$ cat config.mk
export PLATFORM = sky130hd
export DESIGN_NAME = ntt8_mont
export DESIGN_NICKNAME = d
export VERILOG_FILES = /design/src/sv/assert_macros.svh /design/src/sv/ntt8_pkg.sv /design/src/sv/ntt8_mont.sv
export SDC_FILE = /design/constraint.sdc
export NUM_CORES = 1
export LEC_CHECK = 0
export ABC_AREA = 1
export ABC_CLOCK_PERIOD_IN_PS = 14400
export BUFFER_PORTS_ARGS = -buffer_cell sky130_fd_sc_hd__buf_2
export CAP_MARGIN = 15
export CORE_AREA = 2 2 164 166
export CTS_CLUSTER_SIZE = 24
export DETAILED_ROUTE_END_ITERATION = 7
export DIE_AREA = 0 0 166 168
export GPL_TIMING_DRIVEN = 0
export PLACE_DENSITY = 0.81
export SLEW_MARGIN = 20
export SYNTH_ARGS = -nofsm -noshare
export SYNTH_HDL_FRONTEND = slang
export SYNTH_SLANG_ARGS = --single-unit
$ cat constraint.sdc
create_clock -name clk_i -period 14.4 [get_ports clk_i]
set_input_delay 2.16 -clock clk_i [delete_from_list [all_inputs] [get_ports clk_i]]
set_output_delay 2.16 -clock clk_i [all_outputs]
set_load 0.005 [all_outputs]
$ cat src/sv/assert_macros.svh
// Assertion macros used by the top level of the 8-point NTT block.
// Uses clk_i and rst_ni of the module that includes it.
`ifndef ASSERT_MACROS_SVH
`define ASSERT_MACROS_SVH
`ifndef SYNTHESIS
`define NTT_ASSERT(lbl, prop, msg) \
  lbl: assert property (@(posedge clk_i) disable iff (!rst_ni) prop) else $error(msg);
`define NTT_ASSERT_RST(lbl, prop, msg) \
  lbl: assert property (@(posedge clk_i) prop) else $error(msg);
`else
`define NTT_ASSERT(lbl, prop, msg)
`define NTT_ASSERT_RST(lbl, prop, msg)
`endif
`endif

$ cat src/sv/ntt8_pkg.sv
// Package for the 8-point NTT mod 12289: types, constants, twiddle tables,
// modular add/sub and butterfly routing functions. No dependencies.
package ntt8_pkg;

  typedef logic [13:0]      coef_t;
  typedef logic [7:0][13:0] vec_t;

  typedef struct packed {
    logic en;
    logic gs;
  } bfly_ctl_t;

  localparam coef_t       Q          = 14'd12289;
  localparam logic [15:0] Q_NEG_INV  = 16'd12287;
  localparam coef_t       SCALE_INV8 = 14'd8192;
  localparam coef_t       MONT_ONE   = 14'd4091;

  localparam int NUM_LAYERS = 3;
  localparam int NUM_LANES  = 4;
  localparam int NUM_COEF   = 8;
  localparam int MONT_LAT   = 3;
  localparam int BFLY_LAT   = MONT_LAT + 2;

  localparam logic [1:0] STRIDE_1 = 2'd0;
  localparam logic [1:0] STRIDE_2 = 2'd1;
  localparam logic [1:0] STRIDE_4 = 2'd2;

  function automatic coef_t add_q(coef_t a, coef_t b);
    logic [14:0] s;
    s = 15'(a) + 15'(b);
    return (s >= 15'(Q)) ? 14'(s - 15'(Q)) : 14'(s);
  endfunction

  function automatic coef_t sub_q(coef_t a, coef_t b);
    return (a >= b) ? 14'(a - b) : 14'(15'(a) + 15'(Q) - 15'(b));
  endfunction

  function automatic coef_t reduce_q(coef_t a);
    return (a >= Q) ? 14'(a - Q) : a;
  endfunction

  // forward layers use strides 4,2,1; inverse layers 1,2,4
  function automatic logic [1:0] layer_stride(logic inv, logic [1:0] layer);
    return inv ? layer : 2'(2'd2 - layer);
  endfunction

  function automatic logic [2:0] pair_lo(logic [1:0] lg, logic [1:0] k);
    logic [2:0] r;
    case (lg)
      STRIDE_4: r = {1'b0, k};
      STRIDE_2: r = {k[1], 1'b0, k[0]};
      default:  r = {k, 1'b0};
    endcase
    return r;
  endfunction

  function automatic logic [2:0] pair_hi(logic [1:0] lg, logic [1:0] k);
    logic [2:0] r;
    case (lg)
      STRIDE_4: r = {1'b1, k};
      STRIDE_2: r = {k[1], 1'b1, k[0]};
      default:  r = {k, 1'b1};
    endcase
    return r;
  endfunction

  function automatic logic [2:0] tw_idx(logic [1:0] lg, logic [1:0] k);
    logic [2:0] r;
    case (lg)
      STRIDE_4: r = 3'd1;
      STRIDE_2: r = {2'b01, k[1]};
      default:  r = {1'b1, k};
    endcase
    return r;
  endfunction

  function automatic coef_t twiddle(logic inv, logic [2:0] idx);
    coef_t w;
    case (idx)
      3'd1:    w = inv ? 14'd4401 : 14'd7888;
      3'd2:    w = inv ? 14'd1081 : 14'd11060;
      3'd3:    w = inv ? 14'd1229 : 14'd11208;
      3'd4:    w = inv ? 14'd2530 : 14'd6960;
      3'd5:    w = inv ? 14'd6014 : 14'd4342;
      3'd6:    w = inv ? 14'd7947 : 14'd6275;
      3'd7:    w = inv ? 14'd5329 : 14'd9759;
      default: w = '0;
    endcase
    return w;
  endfunction

endpackage

$ cat src/sv/ntt8_mont.sv
// Three-stage pipelined Montgomery multiplier, R = 2^16, modulo 12289.
// Depends on ntt8_pkg.
module ntt8_mont (
  input  logic          clk_i,
  input  logic          en_i,
  input  ntt8_pkg::coef_t a_i,
  input  ntt8_pkg::coef_t b_i,
  output ntt8_pkg::coef_t r_o
);

  logic [27:0] prod_q, prod2_q;
  logic [15:0] m_q;
  logic [30:0] sum;
  logic [14:0] t;
  ntt8_pkg::coef_t r_q;

  assign sum = 31'(prod2_q) + 31'(m_q) * 31'(ntt8_pkg::Q);
  assign t   = sum[30:16];

  always_ff @(posedge clk_i) begin
    if (en_i) begin
      prod_q  <= 28'(a_i) * 28'(b_i);
      m_q     <= 16'(prod_q[15:0] * ntt8_pkg::Q_NEG_INV);
      prod2_q <= prod_q;
      r_q     <= (t >= 15'(ntt8_pkg::Q)) ? 14'(t - 15'(ntt8_pkg::Q)) : 14'(t);
    end
  end

  assign r_o = r_q;

endmodule

== Word-level counts from Yosys, hierarchy flattened ==
Index checks and enable logic that the tools add are counted.

* Flip-flop bits (word level): 86
* Input bits: 30
* Output and inout bits: 14

* Add/subtract/negate cells: 2
* Multiply operators: 3
* Order comparisons: 1
* Multiplexer cells: 1

{| class="wikitable"
|+ Operators by type and width
! operator !! count
|-
| $add 28x30->31 || 1
|-
| $mul 16x14->30 const B || 1
|-
| $mul 14x14->28 || 1
|-
| $mul 16x14->16 const B || 1
|-
| $ge 15x14->1 const B || 1
|-
| $mux 14 || 1
|-
| $sub 14x14->14 const B || 1
|}

== Logic depth before layout (Yosys ltp) ==
* Depth in word-level cells: 4
* Mapped depth: 30
* Mapped depth without buffers: 29

== Worst setup path before layout ==
No wires, ideal clock.

* Kind: in2reg
* From: input b_i[5]
* To: register prod_q[25], data pin
* Arrival time: 7.077 ns
* Setup slack: 7.059 ns
* Stages: 20
* Cells stage by stage: clkbuf_1 -> nand2_1 -> fa_1 -> fa_1 -> inv_1 -> fa_1 -> fa_1 -> fa_1 -> inv_1 -> fa_1 -> inv_1 -> ha_1 -> nand2_1 -> nor4_1 -> nand4_1 -> nand3_1 -> nand3_1 -> nand2_1 -> a31oi_1 -> xor2_1

* Word-level cells in the longest chain between the ends: 1

{| class="wikitable"
|+ RTL lines
! element !! RTL line !! source
|-
| from (decl) || ntt8_mont.sv:7 || <nowiki>input ntt8_pkg::coef_t b_i,</nowiki>
|-
| $mul 14x14->28 || ntt8_mont.sv:22 || <nowiki>prod_q <= 28'(a_i) * 28'(b_i);</nowiki>
|-
| to (signal assigned) || ntt8_mont.sv:22 ||
|-
| to (decl) || ntt8_mont.sv:11 || <nowiki>logic [27:0] prod_q, prod2_q;</nowiki>
|}

Every way passes these cells.
A chain may end at the register's enable or synchronous reset.

== Worst setup path after layout ==
* From: input a_i[8]
* To: register prod_q[25], data pin

* Word-level cells in the longest chain between the ends: 1

{| class="wikitable"
|+ RTL lines
! element !! RTL line !! source
|-
| from (decl) || ntt8_mont.sv:6 || <nowiki>input ntt8_pkg::coef_t a_i,</nowiki>
|-
| $mul 14x14->28 || ntt8_mont.sv:22 ||
|}

Every way passes these cells.

==> results.yml <==
synthesis:
  ys_seq_area_frac: 0.154
  synth-async-reset-ratio: 0
  synth_edf_count: 85
  synth.ff_latch_count: 85
  netlist_instances: 1982
  yosysWarnings: 0
  ys_types: 45
  avgSynthCellArea_um2: 8.37
  synth_area_um2: 16600
  syn_nets: 2497
  ys.flop_type: "edfxtp_1"
floorplanning:
  rows: 60
  die_h_um: 168
  die_width_um: 166
  ios: 44
  core-area_um2: 26400
  dieArea_um2: 27900
  start_util: 0.629
cts:
  clk_pin_slew_ps: 60
  cts_tree: "yes"
  post_cts_buffers: 0
  ctsResizeCount: 0
  insertion_delay_ps: 350
  hold_buffers: 0
  cts_sinks: 85
  cts_made_buffers: 9
  htree_levels: 3
  clockRootBuffer: "clkbuf_16"
  clockBufferDepth: 2
global_route:
  grt_max_degree: 63
  grt_pass1_wl_um: 60300
  antenna_found_initial: 0
  grt_pass1_vias: 13000
  grt_util_all_layers: 0.271
  overflow: 0
layout:
  layout_commonest_cell: "inv_1"
  area_growth_pct: 5.95
  fin_nets: 2552
  fin_cells: 2383
  diodes: 0
  drive_gt1_frac: 0.0700
  mostFrequentLayoutCells: "inv_1, nand2_1, ha_1"
status:
  status: "finished, final reports clean"
route:
  postRouteAntennaNets: 0
  drt_wl_total_um: 36100
  route.detailed.drc: 0
  viasPerCell: 5.23
  first_pass_iters: 5
  wire_per_inst_um: 15.1
  drt_iter0_drc: 566
  vias: 12500
setup_path:
  crit_type: "in2reg"
  critPathMaxFanout: 10
  crit_path_end_kind: "flop"
  cp_cell_sequence: "buf_2 -> clkbuf_1 -> nand2_1 -> fa_1 -> fa_1 -> inv_1 -> fa_1 -> fa_1 -> fa_1 -> inv_1 -> fa_1 -> inv_1 -> ha_1 -> nand2_1 -> nor4_1 -> nand4_1 -> nand3_1 -> nand3_1 -> nand2_1 -> a31oi_1 -> xor2_1"
  crit_slowest_cell: "clkbuf_1"
  worst_setup_path_start_kind: "input port"
  cp_num_buf_inv: 5
  path_delay_family: "adder cells"
  cp.required_ps: 14490
  path_common_cell: "fa_1"
  critPathArrivalTime_ps: 8120
  crit_path_max_incr_delay_ps: 580
timing:
  clock_skew_ps: 10.4
  finalSetupTns_ps: 0
  finalSetupViolations: 0
  slew_headroom: 0.504
  fin_crit_ps: 8030
  slew_violations: 0
  finalCritPeriodShare: 0.557
  worstMarginPinSlew_ps: 744
  timing.fmax_mhz: 125
  rsz0062_at_grt: "no"
  hold-worst-slack_ps: 422
  hold_viol: 0
  fin_ws_ps: 6370
placement:
  port_buffers: 43
  gp_congestion: 0.902
  dpl.hpwl_um: 30900
  dp_cells: 2367
  post-place-ws_ps: 6100
worst_hold_path:
  hold_path_class: "reg2reg"
job:
  drv_cap: 0
[area by class of cell]
cell class / instances / area (um2)
clock buffer: 10 / 229
tap: 341 / 427
multi-input combinational: 1321 / 11800
buffer: 30 / 140
inverter: 546 / 2050
fill: 2165 / 8780
sequential: 85 / 2550
clock inverter: 6 / 85.1
timing repair buffer: 44 / 245
[path summary, 6_finish.rpt]
| path | end | start | slack, ps | cells past startpoint |
|---|---|---|---|---|
| worst max-delay path | prod_q[25]$_DFFE_PP_ | a_i[8] | 6370 | 21 |
| worst min-delay path | prod2_q[26]$_DFFE_PP_ | prod_q[26]$_DFFE_PP_ | 420 | 0 |
| worst max register to register | m_q[14]$_DFFE_PP_ | prod_q[7]$_DFFE_PP_ | 8770 | 17 |
| worst min register to register | prod2_q[26]$_DFFE_PP_ | prod_q[26]$_DFFE_PP_ | 420 | 0 |
[state kept, by name, indices dropped and copies added (netlist names)]
| register | cells |
|---|---|
| prod_q | 28 |
| prod2_q | 28 |
| m_q | 15 |
| r_o | 14 |
[metal layers]
layer | track usage | vias to the layer above | wire, um
met5 | 0 | - | 0
met4 | 0.115 | 0 | 1560
met3 | 0.0418 | 97 | 2070
met2 | 0.500 | 372 | 18400
met1 | 0.312 | 5926 | 14000
li1 | - | 6073 | -
[synthesized netlist by cell type, types with 2 or more instances]
| library cell | instances | area, um2 |
|---|---|---|
| nand3_1 | 40 | 200 |
| o21bai_1 | 6 | 45.0 |
| a21o_1 | 4 | 30.0 |
| ha_1 | 265 | 3320 |
| a21oi_1 | 53 | 265 |
| nand3_4 | 2 | 35.0 |
| clkbuf_1 | 28 | 105 |
| nand2_1 | 478 | 1790 |
| xor2_1 | 43 | 377 |
| nor3_1 | 5 | 25.0 |
| nor4_1 | 2 | 12.5 |
| o21ai_2 | 10 | 87.6 |
| nor3_2 | 3 | 30.0 |
| a31oi_1 | 2 | 12.5 |
| and2_1 | 3 | 18.8 |
| nor2_4 | 9 | 101 |
| nor2_1 | 54 | 203 |
| inv_2 | 12 | 45.0 |
| nand2_4 | 2 | 22.5 |
| a211oi_1 | 2 | 15.0 |
| xnor2_1 | 27 | 236 |
| inv_1 | 534 | 2000 |
| fa_1 | 220 | 4400 |
| nand4_1 | 16 | 100 |
| nand3_2 | 4 | 40.0 |
| nand2_2 | 29 | 181 |
| edfxtp_1 | 85 | 2550 |
| nor2_2 | 8 | 50.1 |
| o21ai_0 | 20 | 100 |
[cell families (layout without fill, tap and decap cells)]
kind of cell               Yosys count  count (layout)  share of synthesized area
adders and majority gates          485             485                      0.466
AOI/OAI and AO/OA                  108             108                     0.0395
DFF                                 85              85                      0.154
xor gates and xnor gates            71              71                     0.0380
buffers and inverters              576             636                      0.132
and+or+nand+nor                    657             657                      0.171
[through the flow]
step | util | cell area (um2)
5_1_grt | 0.667 | 17600
2_1_floorplan | - | 16600
6_report | 0.667 | 17600
4_1_cts | 0.667 | 17600
3_5_place_dp | 0.655 | 17300
3_3_place_gp | 0.654 | 17200
Power is not shown: default switching activity piles up to over one toggle a cycle in this logic, so the estimate is an artifact.
