--- config.mk ---
export PLATFORM = sky130hd
export DESIGN_NAME = ntt8_bfly
export DESIGN_NICKNAME = d
export VERILOG_FILES = /design/src/sv/assert_macros.svh /design/src/sv/ntt8_pkg.sv /design/src/sv/ntt8_mont.sv /design/src/sv/ntt8_bfly.sv
export SDC_FILE = /design/constraint.sdc
export NUM_CORES = 1
export LEC_CHECK = 0
export ABC_AREA = 0
export BUFFER_PORTS_ARGS = -buffer_cell sky130_fd_sc_hd__buf_2
export CORE_MARGIN = 3
export CORE_UTILIZATION = 45
export CTS_CLUSTER_SIZE = 24
export DETAILED_ROUTE_END_ITERATION = 6
export GPL_ROUTABILITY_DRIVEN = 0
export PLACE_DENSITY = 0.59
export SYNTH_ARGS = -nofsm -noshare
export SYNTH_HDL_FRONTEND = slang
export SYNTH_SLANG_ARGS = --single-unit
export TNS_END_PERCENT = 10
--- constraint.sdc ---
create_clock -name clk_i -period 6.5 [get_ports clk_i]
set_clock_uncertainty 0.15 [all_clocks]
set_input_delay 0 -clock clk_i [delete_from_list [all_inputs] [get_ports clk_i]]
set_output_delay 0 -clock clk_i [all_outputs]
set_load 0.03 [all_outputs]
--- src/sv/assert_macros.svh ---
// Assertion macros used by the top level of the 8-point NTT block.
// Uses clk_i and rst_ni of the module that includes it.
`ifndef ASSERT_MACROS_SVH
`define ASSERT_MACROS_SVH
`ifndef SYNTHESIS
`define NTT_ASSERT(lbl, prop, msg) \
  lbl: assert property (@(posedge clk_i) disable iff (!rst_ni) prop) else $error(msg);
`define NTT_ASSERT_RST(lbl, prop, msg) \
  lbl: assert property (@(posedge clk_i) prop) else $error(msg);
`else
`define NTT_ASSERT(lbl, prop, msg)
`define NTT_ASSERT_RST(lbl, prop, msg)
`endif
`endif

--- src/sv/ntt8_pkg.sv ---
// Package for the 8-point NTT mod 12289: types, constants, twiddle tables,
// modular add/sub and butterfly routing functions. No dependencies.
package ntt8_pkg;

  typedef logic [13:0]      coef_t;
  typedef logic [7:0][13:0] vec_t;

  typedef struct packed {
    logic en;
    logic gs;
  } bfly_ctl_t;

  localparam coef_t       Q          = 14'd12289;
  localparam logic [15:0] Q_NEG_INV  = 16'd12287;
  localparam coef_t       SCALE_INV8 = 14'd8192;
  localparam coef_t       MONT_ONE   = 14'd4091;

  localparam int NUM_LAYERS = 3;
  localparam int NUM_LANES  = 4;
  localparam int NUM_COEF   = 8;
  localparam int MONT_LAT   = 3;
  localparam int BFLY_LAT   = MONT_LAT + 2;

  localparam logic [1:0] STRIDE_1 = 2'd0;
  localparam logic [1:0] STRIDE_2 = 2'd1;
  localparam logic [1:0] STRIDE_4 = 2'd2;

  function automatic coef_t add_q(coef_t a, coef_t b);
    logic [14:0] s;
    s = 15'(a) + 15'(b);
    return (s >= 15'(Q)) ? 14'(s - 15'(Q)) : 14'(s);
  endfunction

  function automatic coef_t sub_q(coef_t a, coef_t b);
    return (a >= b) ? 14'(a - b) : 14'(15'(a) + 15'(Q) - 15'(b));
  endfunction

  function automatic coef_t reduce_q(coef_t a);
    return (a >= Q) ? 14'(a - Q) : a;
  endfunction

  // forward layers use strides 4,2,1; inverse layers 1,2,4
  function automatic logic [1:0] layer_stride(logic inv, logic [1:0] layer);
    return inv ? layer : 2'(2'd2 - layer);
  endfunction

  function automatic logic [2:0] pair_lo(logic [1:0] lg, logic [1:0] k);
    logic [2:0] r;
    case (lg)
      STRIDE_4: r = {1'b0, k};
      STRIDE_2: r = {k[1], 1'b0, k[0]};
      default:  r = {k, 1'b0};
    endcase
    return r;
  endfunction

  function automatic logic [2:0] pair_hi(logic [1:0] lg, logic [1:0] k);
    logic [2:0] r;
    case (lg)
      STRIDE_4: r = {1'b1, k};
      STRIDE_2: r = {k[1], 1'b1, k[0]};
      default:  r = {k, 1'b1};
    endcase
    return r;
  endfunction

  function automatic logic [2:0] tw_idx(logic [1:0] lg, logic [1:0] k);
    logic [2:0] r;
    case (lg)
      STRIDE_4: r = 3'd1;
      STRIDE_2: r = {2'b01, k[1]};
      default:  r = {1'b1, k};
    endcase
    return r;
  endfunction

  function automatic coef_t twiddle(logic inv, logic [2:0] idx);
    coef_t w;
    case (idx)
      3'd1:    w = inv ? 14'd4401 : 14'd7888;
      3'd2:    w = inv ? 14'd1081 : 14'd11060;
      3'd3:    w = inv ? 14'd1229 : 14'd11208;
      3'd4:    w = inv ? 14'd2530 : 14'd6960;
      3'd5:    w = inv ? 14'd6014 : 14'd4342;
      3'd6:    w = inv ? 14'd7947 : 14'd6275;
      3'd7:    w = inv ? 14'd5329 : 14'd9759;
      default: w = '0;
    endcase
    return w;
  endfunction

endpackage

--- src/sv/ntt8_mont.sv ---
// Three-stage pipelined Montgomery multiplier, R = 2^16, modulo 12289.
// Depends on ntt8_pkg.
module ntt8_mont (
  input  logic          clk_i,
  input  logic          en_i,
  input  ntt8_pkg::coef_t a_i,
  input  ntt8_pkg::coef_t b_i,
  output ntt8_pkg::coef_t r_o
);

  logic [27:0] prod_q, prod2_q;
  logic [15:0] m_q;
  logic [30:0] sum;
  logic [14:0] t;
  ntt8_pkg::coef_t r_q;

  assign sum = 31'(prod2_q) + 31'(m_q) * 31'(ntt8_pkg::Q);
  assign t   = sum[30:16];

  always_ff @(posedge clk_i) begin
    if (en_i) begin
      prod_q  <= 28'(a_i) * 28'(b_i);
      m_q     <= 16'(prod_q[15:0] * ntt8_pkg::Q_NEG_INV);
      prod2_q <= prod_q;
      r_q     <= (t >= 15'(ntt8_pkg::Q)) ? 14'(t - 15'(ntt8_pkg::Q)) : 14'(t);
    end
  end

  assign r_o = r_q;

endmodule

--- src/sv/ntt8_bfly.sv ---
// Five-stage butterfly lane: Cooley-Tukey (multiply, then add/sub) or
// Gentleman-Sande (add/sub, then multiply). Depends on ntt8_pkg, ntt8_mont.
module ntt8_bfly (
  input  logic                clk_i,
  input  ntt8_pkg::bfly_ctl_t ctl_i,
  input  ntt8_pkg::coef_t     a_i,
  input  ntt8_pkg::coef_t     b_i,
  input  ntt8_pkg::coef_t     w_i,
  output ntt8_pkg::coef_t     x_o,
  output ntt8_pkg::coef_t     y_o
);

  ntt8_pkg::coef_t u_q, v_q, w_q, x_q, y_q, p;
  ntt8_pkg::coef_t u_dly_q [ntt8_pkg::MONT_LAT];
  logic [ntt8_pkg::MONT_LAT:0] gs_q;

  ntt8_mont u_mont (
    .clk_i (clk_i),
    .en_i  (ctl_i.en),
    .a_i   (v_q),
    .b_i   (w_q),
    .r_o   (p)
  );

  always_ff @(posedge clk_i) begin
    if (ctl_i.en) begin
      u_q  <= ctl_i.gs ? ntt8_pkg::add_q(a_i, b_i) : a_i;
      v_q  <= ctl_i.gs ? ntt8_pkg::sub_q(a_i, b_i) : b_i;
      w_q  <= w_i;
      gs_q <= {gs_q[ntt8_pkg::MONT_LAT-1:0], ctl_i.gs};
      u_dly_q[0] <= u_q;
      for (int i = 1; i < ntt8_pkg::MONT_LAT; i++) begin
        u_dly_q[i] <= u_dly_q[i-1];
      end
      if (gs_q[ntt8_pkg::MONT_LAT]) begin
        x_q <= u_dly_q[ntt8_pkg::MONT_LAT-1];
        y_q <= p;
      end else begin
        x_q <= ntt8_pkg::add_q(u_dly_q[ntt8_pkg::MONT_LAT-1], p);
        y_q <= ntt8_pkg::sub_q(u_dly_q[ntt8_pkg::MONT_LAT-1], p);
      end
    end
  end

  assign x_o = x_q;
  assign y_o = y_q;

endmodule

==> Word level (Yosys, flattened, before mapping) <==
Memories as Yosys holds them, arrays and structs flattened.
Index checks and enable logic that the tools add are counted.
Widths: inputs -> output; s select.
{ "op_classes": {"add_sub_neg": 12, "n_mul": 3, "magnitude_cmp": 5, "mux": 11} }
{ "ops": {"columns": ["operator", "count"], "rows": [
  ["$mux 14", 9],
  ["$sub 14x14->14", 4],
  ["$ge 15x14->1 const B", 3],
  ["$sub 14x14->14 const B", 3],
  ["$add 28x30->31", 1],
  ["$add 14x14->15", 2],
  ["$mul 16x14->30 const B", 1],
  ["$add 14x14->14 const B", 2],
  ["$ge 14x14->1", 2],
  ["$mul 14x14->28", 1],
  ["$mul 16x14->16 const B", 1],
  ["$mux 1", 2]
]} }
{ "word_totals": {"reg_bits": 160, "ram_bits": 42, "input_bits": 45, "out_inout_bits": 28, "wordCells": 42, "n_memories": 1} }
{ "mem_list": {"columns": ["name", "depth", "width", "rd", "rd_ports_with_merged_regs", "wr", "line", "rtl"], "rows": [
  ["u_dly_q", 3, 14, 3, 0, 3, "ntt8_bfly.sv:14", "ntt8_pkg::coef_t u_dly_q [ntt8_pkg::MONT_LAT];"]
]} }

==> Depth between registers and ports, before layout <==
Gate-level depths: netlist of the first run.
{ "logic_depth": {"depth_word": 4, "depth_mapped": 26, "ltp_nobuf": 25} }

==> Cells and area by module <==
From an unflattened synthesis of the first run, not the netlist that was laid out.
{ "unflattened": {"cells_unflattened": 2479, "area_unflattened_um2": 24788.8} }
{ "modules_own_cells": {"columns": ["module", "n_inst", "cells_per_inst", "area_each_um2", "seq_area_each_um2"], "rows": [
  ["ntt8_mont", 1, 1470, 15035.7, 2552.4],
  ["ntt8_bfly", 1, 1009, 9753.1, 3483.3]
]} }

==> Worst setup path after synthesis of the first run <==
OpenSTA, ideal clock, no wires.
{ "synth_path": {"path_kind": "register to register", "startpoint": "register v_q[7]", "endpoint": "register u_mont.prod_q[26], data pin", "setup_ns": 0.258, "t_arrival_ns": 5.775, "required_ns": 6.092, "setup_slack_ns": 0.317, "stages_incl_launch_ff": 25, "n_path_buf": 1, "synth_period_minus_slack_ns": 6.183, "cell_sequence": "edfxtp_1 > clkbuf_1 > and2_1 > fa_1 > inv_1 > fa_1 > inv_1 > fa_1 > fa_1 > fa_1 > inv_1 > fa_1 > inv_1 > ha_1 > a21oi_1 > o22ai_1 > nor2_1 > o21ai_0 > nand2_1 > a21oi_1 > a41o_1 > o21ba_2 > a2111o_1 > a21oi_1 > xnor2_1"} }
{ "synth_between": {"elab_chain_cells": 1} }
{ "synth_lines": {"columns": ["item", "line", "rtl"], "rows": [
  ["start: declaration", "ntt8_bfly.sv:13", "ntt8_pkg::coef_t u_q, v_q, w_q, x_q, y_q, p;"],
  ["start signal: assignment", "ntt8_bfly.sv:28", "v_q <= ctl_i.gs ? ntt8_pkg::sub_q(a_i, b_i) : b_i;"],
  ["$mul 14x14->28", "ntt8_mont.sv:22", "prod_q <= 28'(a_i) * 28'(b_i);"],
  ["end signal: assignment", "ntt8_mont.sv:22", null],
  ["end: declaration", "ntt8_mont.sv:11", "logic [27:0] prod_q, prod2_q;"]
]} }
Every way passes these cells.
A chain may end at the register's enable or synchronous reset.

==> Final worst setup path of the first run <==
{ "layout_path": {"startpoint": "register w_q[2]", "endpoint": "register u_mont.prod_q[27], data pin"} }
{ "layout_between": {"elab_chain_cells": 1} }
{ "layout_lines": {"columns": ["item", "line", "rtl"], "rows": [
  ["start: declaration", "ntt8_bfly.sv:13", null],
  ["start signal: assignment", "ntt8_bfly.sv:29", "w_q <= w_i;"],
  ["$mul 14x14->28", "ntt8_mont.sv:22", null]
]} }
Every way passes these cells.

==> results of run 1 <==
## repair_timing
| item | in CTS | in global routing |
|---|---|---|
| setup buffers | 0 | 6 |
| gates resized for setup | 0 | 12 |
| setup endpoints to repair | 0 | 9 |
| hold buffers | 48 | 2 |
| hold endpoints to repair | 39 | 2 |
## registers in the layout (all words and copies together), names as in the netlist
| name | count |
|---|---|
| x_o | 14 |
| gs_q | 4 |
| u_mont.prod2_q | 27 |
| u_mont.r_o | 14 |
| v_q | 14 |
| w_q | 14 |
| u_dly_q | 42 |
| u_mont.prod_q | 28 |
| y_o | 14 |
| u_q | 14 |
| u_mont.m_q | 16 |
## how the worst max path moves through the flow
stage,end,cells after the start
6_report,u_mont.prod_q[27],26
5_1_grt,u_mont.prod_q[22],26
4_1_cts,u_mont.prod_q[22],23
3_5_place_dp,u_mont.prod_q[22],23
3_3_place_gp,u_mont.prod_q[22],23
2_1_floorplan,u_mont.prod_q[26],24
## placed cells by master (no fill, tap or decap), types with 6 or more instances in the layout
| master | Yosys | final |
|---|---|---|
| a31o_2 | 6 | 6 |
| a31oi_1 | 18 | 18 |
| nand4_1 | 11 | 11 |
| fa_1 | 246 | 246 |
| o31ai_1 | 19 | 19 |
| buf_2 | 3 | 71 |
| o21a_1 | 18 | 18 |
| o21bai_1 | 26 | 25 |
| mux2i_1 | 11 | 11 |
| and3_1 | 8 | 8 |
| inv_1 | 466 | 466 |
| nand3b_1 | 6 | 6 |
| or4_1 | 8 | 8 |
| or3_1 | 13 | 13 |
| dlygate4sd3_1 | 0 | 50 |
| xor2_1 | 35 | 35 |
| nand2_1 | 208 | 208 |
| o211ai_1 | 16 | 16 |
| nand3_1 | 22 | 21 |
| nor2_1 | 97 | 97 |
| clkbuf_16 | 0 | 24 |
| nor4_1 | 16 | 16 |
| and2_1 | 97 | 96 |
| edfxtp_1 | 201 | 201 |
| ha_1 | 355 | 354 |
| xnor2_1 | 111 | 111 |
| o21ai_0 | 63 | 61 |
| nor2b_1 | 19 | 19 |
| buf_4 | 1 | 43 |
| o21ai_1 | 7 | 9 |
| nor3_1 | 30 | 30 |
| o31a_1 | 13 | 13 |
| a21oi_2 | 2 | 6 |
| nand2b_1 | 14 | 14 |
| a211oi_1 | 13 | 13 |
| a21o_1 | 12 | 12 |
| a21oi_1 | 103 | 99 |
## routing by layer
metal	part of all wire [%]	vias to the layer above	GRT usage, %	wire length (um)
li1	-	8338	-	-
met1	47	8260	25.3	24200
met2	47	294	31.9	24700
met3	3.9	65	2.40	2050
met4	1.9	0	3.67	1010
met5	0	-	0	0
## cell type report
type / count / area, um2 / area share (%)
clock inverter: 20 / 196 / 0.732
clock buffer: 24 / 601 / 2.24
tap: 688 / 861 / 3.21
multi-input combinational: 1706 / 16200 / 60.4
sequential: 201 / 6040 / 22.5
inverter: 468 / 1760 / 6.54
timing repair buffer: 165 / 1190 / 4.44
## tightest hold or removal path: cells and delay by family
family                 cells  cell delay (ns)
buffers and inverters      2             0.20
AO/OA/AOI/OAI              1             0.21
## cell families (layout without fill, tap and decap cells)
| group | after synthesis | after routing | synth area share, % |
|---|---|---|---|
| adder cells (fa/ha/maj) | 602 | 602 | 38.8 |
| AND/OR/NAND/NOR | 571 | 571 | 11.7 |
| buffers and inverters | 532 | 677 | 8.32 |
| AO/OA/AOI/OAI | 372 | 372 | 10.4 |
| flip-flops | 201 | 201 | 24.9 |
| XOR/XNOR | 146 | 146 | 5.29 |
| multiplexers | 15 | 15 | 0.641 |
## per-stage QoR
step                      util (%)  hold WS (ns)
final                         50.8       -0.0282
after global routing          50.8        0.0165
after CTS                     50.6       0.00391
after detailed placement      48.1        0.0281
after global placement        48.1        0.0284
after floorplan                  -       -0.0511
==> reports/qor.txt, run 1 <==
status - finished, violations left
violated checks - negative hold slack
CTS tree - done
Fin. Hold Viols - 2
drt drc - 0
initial antenna violation count - 0
global-route wire length before repair - 86.4 mm
fraction of layout cells with a size suffix above 1 - 8.05%
Critical Path Start - w_q[2]
Post-Syn Area - 24200 um2
Post-Place Cells - 3172
WHS Endpoint - v_q[8]
R2R Path Start - w_q[2]
clock slew at reported path FFs - 0.06 ns
routed len/inst - 15.9 um
Worst Hold Depth - 3
Routed WL - 52.0 mm
DR pass1 iterations - 5
crit path buf inv count - 9
worst min-delay path startpoint - b_i[8]
fin crit share - 96.4%
# diodes - 0
vias in the first global route - 17377
Reg2Reg Setup Slack - 0.23 ns
CP Data Required Time - 6.65 ns
HP Class - in -> reg
Die H - 238 um
Rel. slew slack - 38.8%
Ports - 73
CP max FO - 7
Reg2Reg Depth - 26
Post-DP Area - 25400 um2
row count - 84
Synth top area share - 24.9%
pin count of the biggest net entering global routing - 112
port bufs - 72
Max-Cap Viols - 0
Pins Over Slew Limit - 0
Fmax achieved - 160 MHz
cell with the most instances after synthesis - inv_1
non-filler cells, final - 3272
slowest CP cell - fa_1
starting DRC count in detailed routing - 930
vias - 16957
Filler cells - 4797
register area share after synthesis - 24.9%
area delta synth->final - 11.0%
CP delay by family, top - adder cells
Crit path largest cell delay - 0.53 ns
clock tree sinks - 201
Post-synth top cells - inv_1 (466), ha_1 (355), fa_1 (246)
cell taking the most area after synthesis - edfxtp_1
die width - 238 um
Setup crit start kind - flip-flop
Total GRT Usage - 18.5%
worst reg2reg path endpoint - u_mont.prod_q[27]
CTS root buf - clkbuf_16
post-synthesis async set-or-reset flop share - 0%
setup TNS - 0 ns
Yosys reg bits - 201
critical path data arrival time - 6.42 ns
ys flop type - edfxtp_1
Post-synth EDFFs - 201
Mean Syn Cell Area - 9.92 um2
core area - 52900 um2
Num CTS Buffers - 24
final worst path period need - 6.27 ns
WHS - -0.0282 ns
gr ovfl total - 0
Via-to-Cell Ratio - 5.18
Syn Inst Count - 2439
Finish-stage setup viols - 0
final instance area - 26900 um2
CP Class - reg -> reg
Ys Warns - 0
Nets - 3212
Unique masters post-synth - 90
Setup WS post-layout - 0.233 ns
dpl hpwl - 42.4 mm
syn_nets - 3085
CTS max path bufs - 3
Routed Antenna Nets - 0
clock latency at the later pin of the worst-skew pair - 0.55 ns
Place WS - 0.0184 ns
H-tree levels - 1
Area contributors post-synth - edfxtp_1 (25%), fa_1 (20%), ha_1 (18%), inv_1 (7.2%), xnor2_1 (4.0%)
Slew @ Worst Pin - 0.918 ns
starting density of the core - 45.8%
critical path capture point type - flip-flop
total die area - 56600 um2
Power of run 1 is left out: the tool's default activity adds up to more than one toggle a clock period on the data nets, which glitch-free logic cannot reach.
==> run 2: changes to the inputs <==
ABC_AREA = 1   (was 0)
CORE_UTILIZATION = 59   (was 45)
PLACE_DENSITY = 0.75   (was 0.59)
==> run 2 against run 1 <==
Effect of this change: the run now ends clean; synthesized cell count grew 35%; area after synthesis rose by 11%; first-iteration DRC count grew 82%; utilization is 14 points higher; fmax grew 2.6%; die area fell by 15%; register-to-register slack improved by 0.16 ns; critical endpoint is now u_mont.prod_q[22]; largest cell class unchanged.
==> reports/qor.txt, run 2 <==
GRT met1 Usage - 35.4% (was 25.3%)
CP max FO - 14 (was 7)
Rel. slew slack - 31.4% (was 38.8%)
most frequent cells in the layout - nand2_1 (815), inv_1 (732), ha_1 (355) (was inv_1 (466), ha_1 (354), fa_1 (246))
CTS root buf - clkbuf_16 (unchanged)
Num CTS Buffers - 23 (was 24)
Filler cells - 3685 (was 4797)
Yosys reg bits - 201 (unchanged)
CP Data Required Time - 6.61 ns (was 6.65 ns)
critical path data arrival time - 6.21 ns (was 6.42 ns)
die width - 219 um (was 238 um)
fraction of layout cells with a size suffix above 1 - 7.30% (was 8.05%)
Unique masters post-synth - 55 (was 90)
core area - 44500 um2 (was 52900 um2)
Reg2Reg Depth - 24 (was 26)
fin crit share - 93.9% (was 96.4%)
RSZ-0062 raised after global routing - false
Ports - 73 (unchanged)
pin count of the biggest net entering global routing - 95 (was 112)
global routing met2 resource utilization - 46.2% (was 31.9%)
status - complete, no violations (was finished, violations left)
top flop regs - u_dly_q x42, u_mont.prod_q x28, u_mont.prod2_q x27 (unchanged)
register area share after synthesis - 22.6% (was 24.9%)
Ys Warns - 0 (unchanged)
post-synthesis async set-or-reset flop share - 0% (unchanged)
starting density of the core - 60.1% (was 45.8%)
Reg2Reg Setup Slack - 0.39 ns (was 0.23 ns)
Via-to-Cell Ratio - 5.45 (was 5.18)
CP Class - reg -> reg (unchanged)
max reg flops - 42 (unchanged)
initial antenna violation count - 0 (unchanged)
Routed WL - 63.1 mm (was 52.0 mm)
total die area - 47900 um2 (was 56600 um2)
syn_nets - 3933 (was 3085)
ys flop type - edfxtp_1 (unchanged)
gr ovfl total - 0 (unchanged)
Slew @ Worst Pin - 1.02 ns (was 0.918 ns)
dpl hpwl - 51.2 mm (was 42.4 mm)
Setup crit start kind - flip-flop (unchanged)
Pins Over Slew Limit - 0 (unchanged)
Synth top area share - 22.6% (was 24.9%)
clock slew at reported path FFs - 0.06 ns (about the same)
Die H - 219 um (was 238 um)
clock tree sinks - 201 (unchanged)
HP Class - in -> reg (unchanged)
port bufs - 72 (unchanged)
drt drc - 0 (unchanged)
Fmax achieved - 164 MHz (was 160 MHz)
global-route wire length before repair - 105 mm (was 86.4 mm)
cell taking the most area after synthesis - edfxtp_1 (unchanged)
Area contributors post-synth - edfxtp_1 (23%), fa_1 (18%), ha_1 (17%), nand2_1 (11%), inv_1 (10%) (was edfxtp_1 (25%), fa_1 (20%), ha_1 (18%), inv_1 (7.2%), xnor2_1 (4.0%))
vias - 21734 (was 16957)
setup TNS - 0 ns (unchanged)
Top reg by flops - u_dly_q (unchanged)
CTS max path bufs - 3 (unchanged)
Worst Hold Depth - 1 (was 3)
Routed Antenna Nets - 0 (unchanged)
Post-synth EDFFs - 201 (unchanged)
commonest non-fill, non-tap cell in the layout - nand2_1 (was inv_1)
Nets - 4027 (was 3212)
starting DRC count in detailed routing - 1688 (was 930)
Post-synth top cells - nand2_1 (815), inv_1 (732), ha_1 (355) (was inv_1 (466), ha_1 (355), fa_1 (246))
Fin. Hold Viols - 0 (was 2)
H-tree levels - 1 (unchanged)
row count - 77 (was 84)
Global Route met3 Usage - 2.94% (was 2.40%)
clock latency at the later pin of the worst-skew pair - 0.53 ns (was 0.55 ns)
Finish-stage setup viols - 0 (unchanged)
CTS tree - done (unchanged)
Mean Syn Cell Area - 8.14 um2 (was 9.92 um2)
Syn Inst Count - 3287 (was 2439)
cell with the most instances after synthesis - nand2_1 (was inv_1)
Max-Cap Viols - 0 (unchanged)
vias in the first global route - 22032 (was 17377)
area delta synth->final - 7.94% (was 11.0%)
DR pass1 iterations - 6 (was 5)
final worst path period need - 6.11 ns (was 6.27 ns)
Post-Syn Area - 26700 um2 (was 24200 um2)
Most Used Layer, Global Route - met2 (unchanged)
Total GRT Usage - 26.9% (was 18.5%)
routed len/inst - 15.8 um (was 15.9 um)
critical path capture point type - flip-flop (unchanged)
run 2: kinds of logic (layout without fill, tap and decap cells):
kind of cell	after synthesis	in the layout	share of synthesized area (%)
other cells	0	1	0
buf+inv	830	938	12.0
xor+xnor	125	125	4.15
fa+ha+maj	601	601	35.0
simple gates	1249	1249	20.2
flops	201	201	22.6
compound gates	281	281	6.10
run 2: cell type report:
class | count | area (um2) | share of cell area [%]
timing repair buffer | 134 | 967 | 3.35
clock buffer | 26 | 587 | 2.03
sequential | 201 | 6040 | 20.9
clock inverter | 13 | 155 | 0.537
antenna | 1 | 2.50 | 0.00867
inverter | 765 | 2870 | 9.95
multi-input combinational | 2256 | 17500 | 60.6
tap | 592 | 741 | 2.57
run 2: metrics by stage:
| stage | cells | util (%) | setup slack [ns] | instance area [um2] | hold WS [ns] |
|---|---|---|---|---|---|
| finish | 3988 | 64.9 | 0.395 | 28900 | 0.00402 |
| global route | 3987 | 64.9 | 0.0234 | 28900 | 0.0451 |
| CTS | 3985 | 64.8 | 0.409 | 28900 | 0.0156 |
| detailed placement | 3893 | 62.0 | 0.410 | 27600 | 0.0281 |
| global placement | 3893 | 62.0 | 0.566 | 27600 | 0.0267 |
| floorplan | 3287 | - | 0.860 | 26700 | -0.0511 |
run 2: final timing paths:
kind,from,endpoint
setup / recovery,v_q[7],u_mont.prod_q[22]
hold / removal,ctl_i[1],v_q[10]
setup reg to reg,v_q[7],u_mont.prod_q[22]
hold reg to reg,u_dly_q[0][19],u_dly_q[0][33]
run 2: critical path: stages (launching register included):
cell and delay, ns:
edfxtp_1 0.60, nand2_1 0.14, inv_1 0.07, fa_1 0.54
inv_1 0.05, fa_1 0.47, inv_1 0.05, fa_1 0.51
inv_1 0.06, fa_1 0.53, inv_1 0.05, fa_1 0.47
inv_1 0.05, fa_1 0.47, inv_1 0.04, ha_1 0.31
inv_1 0.10, o21ai_0 0.09, a21oi_1 0.17, o221ai_1 0.15
a21oi_1 0.25, nor2_1 0.07, nor2_1 0.15, o21ai_0 0.13
xor2_1 0.17
run 2: what timing repair did:
action                                  in CTS  in global routing
endpoints found under the setup margin       0                  1
buffers inserted                             0                  2
hold buffers                                53                  0
hold endpoints to repair                    43                  0
resized for setup                            0                  0
run 2: per-layer routing:
layer | vias to the layer above | share of wire (%)
li1 | 10416 | -
met1 | 10395 | 41
met2 | 759 | 49
met3 | 164 | 6.1
met4 | 0 | 3.9
met5 | - | 0
Power of run 2 is left out for the same reason.
==> run 3: changes to the inputs <==
CORE_UTILIZATION = 65   (was 59)
PLACE_DENSITY = 0.79   (was 0.75)
clock period = 6.2 ns   (was 6.5 ns; I/O delays follow)
==> run 3 against run 2 <==
Effect of this change: register-to-register slack worse by 0.07 ns; wire length is 4.4% higher; clock-buffer cell count is 1 higher; flip-flop and latch count stayed put; hold slack better by 0.030 ns; die area is 9.0% lower; global-route usage is 3.3 points higher; the flow now finishes with violations (design-rule violations); first-iteration DRC count is 17% higher; critical path type unchanged.
==> reports/qor.txt, run 3 (synthesis results as in run 2) <==
status - finished, violations left (was complete, no violations)
violated checks - design-rule violations
dpl hpwl - 51.6 mm (was 51.2 mm)
row count - 73 (was 77)
Setup crit start kind - flip-flop (unchanged)
commonest non-fill, non-tap cell in the layout - nand2_1 (unchanged)
critical path data arrival time - 6.00 ns (was 6.21 ns)
Core Util, Final - 72.3% (was 64.9%)
top flop regs - u_dly_q x42, u_mont.prod_q x28, u_mont.prod2_q x27 (unchanged)
critical path capture point type - flip-flop (unchanged)
die width - 209 um (was 219 um)
Finish-stage setup viols - 0 (unchanged)
WHS Endpoint - w_q[5] (was v_q[10])
Routed Antenna Nets - 0 (unchanged)
drt drc - 2 (was 0)
CTS tree - done (unchanged)
max reg flops - 42 (unchanged)
R2R Path Start - v_q[3] (was v_q[7])
clock slew at reported path FFs - 0.07 ns (was 0.06 ns)
Slew @ Worst Pin - 1.09 ns (was 1.02 ns)
initial antenna violation count - 2 (was 0)
Worst Hold Depth - 2 (was 1)
H-tree levels - 1 (unchanged)
vias in the first global route - 22339 (was 22032)
Reg2Reg Setup Slack - 0.32 ns (was 0.39 ns)
CTS root buf - clkbuf_16 (unchanged)
Total GRT Usage - 30.3% (was 26.9%)
starting density of the core - 66.6% (was 60.1%)
port bufs - 72 (unchanged)
vias - 22071 (was 21734)
global-route wire length before repair - 109 mm (was 105 mm)
Top reg by flops - u_dly_q (unchanged)
fraction of layout cells with a size suffix above 1 - 7.89% (was 7.30%)
DR pass1 iterations - 7 (was 6)
final worst path period need - 5.88 ns (was 6.11 ns)
Die H - 209 um (was 219 um)
clock latency at the later pin of the worst-skew pair - 0.55 ns (was 0.53 ns)
CP max FO - 14 (unchanged)
worst reg2reg path endpoint - u_mont.prod_q[22] (unchanged)
Reg2Reg Depth - 20 (was 24)
Max-Cap Viols - 0 (unchanged)
CTS max path bufs - 3 (unchanged)
gr ovfl total - 0 (unchanged)
Fmax achieved - 170 MHz (was 164 MHz)
area delta synth->final - 8.67% (was 7.94%)
fin crit share - 94.8% (was 93.9%)
worst min-delay path startpoint - w_i[5] (was ctl_i[1])
clock tree sinks - 201 (unchanged)
starting DRC count in detailed routing - 1975 (was 1688)
Via-to-Cell Ratio - 5.59 (was 5.45)
Num CTS Buffers - 23 (unchanged)
CP Class - reg -> reg (unchanged)
total die area - 43600 um2 (was 47900 um2)
Pins Over Slew Limit - 0 (unchanged)
CP Data Required Time - 6.32 ns (was 6.61 ns)
most frequent cells in the layout - nand2_1 (815), inv_1 (732), ha_1 (355) (unchanged)
Ports - 73 (unchanged)
pin count of the biggest net entering global routing - 86 (was 95)
Fin. Hold Viols - 0 (unchanged)
Routed WL - 65.8 mm (was 63.1 mm)
Nets - 4055 (was 4027)
Rel. slew slack - 27.6% (was 31.4%)
HP Class - in -> reg (unchanged)
RSZ-0062 raised after global routing - false (unchanged)
core area - 40200 um2 (was 44500 um2)
routed len/inst - 16.7 um (was 15.8 um)
setup TNS - 0 ns (unchanged)
## run 3: how the worst max path moves through the flow
| stage | start | end | slack [ns] | cells past startpoint |
|---|---|---|---|---|
| finish | v_q[3] | u_mont.prod_q[22] | 0.32 | 20 |
| global placement | w_q[2] | u_mont.prod_q[22] | 0.39 | 24 |
| global route | v_q[3] | u_mont.prod_q[22] | 0.04 | 20 |
| floorplan | w_q[2] | u_mont.prod_q[22] | 0.56 | 23 |
| detailed placement | w_q[5] | u_mont.prod_q[22] | 0.23 | 20 |
| CTS | w_q[5] | u_mont.prod_q[22] | 0.22 | 20 |
## run 3: routing by layer
layer | global-route usage (%) | part of all wire (%) | up-vias
li1 | - | - | 10474
met1 | 38.8 | 39 | 10451
met2 | 52.8 | 49 | 932
met3 | 3.50 | 6.8 | 214
met4 | 11.8 | 4.7 | 0
met5 | 0 | 0 | -
## run 3: final cells by class
cell class / count / area [um2]
diodes: 2 / 5.00
clock buffers: 27 / 591
clock inverters: 13 / 175
fillers: 2923 / 11100
inverters: 765 / 2870
multi-input cells: 2256 / 17500
flip-flops and latches: 201 / 6040
well taps: 525 / 657
repair buffers: 162 / 1210
## run 3: worst max-delay path, cell delays in order (launching register included)
cell      delay (ns)
edfxtp_1        0.72
nand2_1         0.14
fa_1            0.50
inv_1           0.05
fa_1            0.40
fa_1            0.49
fa_1            0.51
fa_1            0.49
inv_1           0.05
fa_1            0.47
inv_1           0.04
ha_1            0.33
a21oi_1         0.24
inv_1           0.08
a21oi_1         0.13
o221ai_1        0.16
a21oi_2         0.19
nor2_1          0.06
nor2_1          0.14
o21ai_0         0.12
xor2_1          0.16
## run 3: repair_timing
action / 4_1_cts / 5_1_grt
gates resized for setup: 0 / 2
hold endpoints to repair: 100 / 0
setup endpoints to repair: 0 / 2
hold buffers: 61 / 0
buffers inserted: 0 / 10
## run 3: metrics by stage
stage / hold slack, ns / std cells / setup WS [ns] / cell area, um2
4_1_cts: 0.0142 / 3939 / 0.218 / 29000
5_1_grt: 0.0369 / 3950 / 0.0379 / 29100
2_1_floorplan: -0.0511 / 3287 / 0.560 / 26700
6_report: 0.0337 / 3951 / 0.323 / 29100
3_3_place_gp: 0.0259 / 3838 / 0.392 / 27600
3_5_place_dp: 0.0281 / 3838 / 0.232 / 27600
Power of run 3 is left out for the same reason.
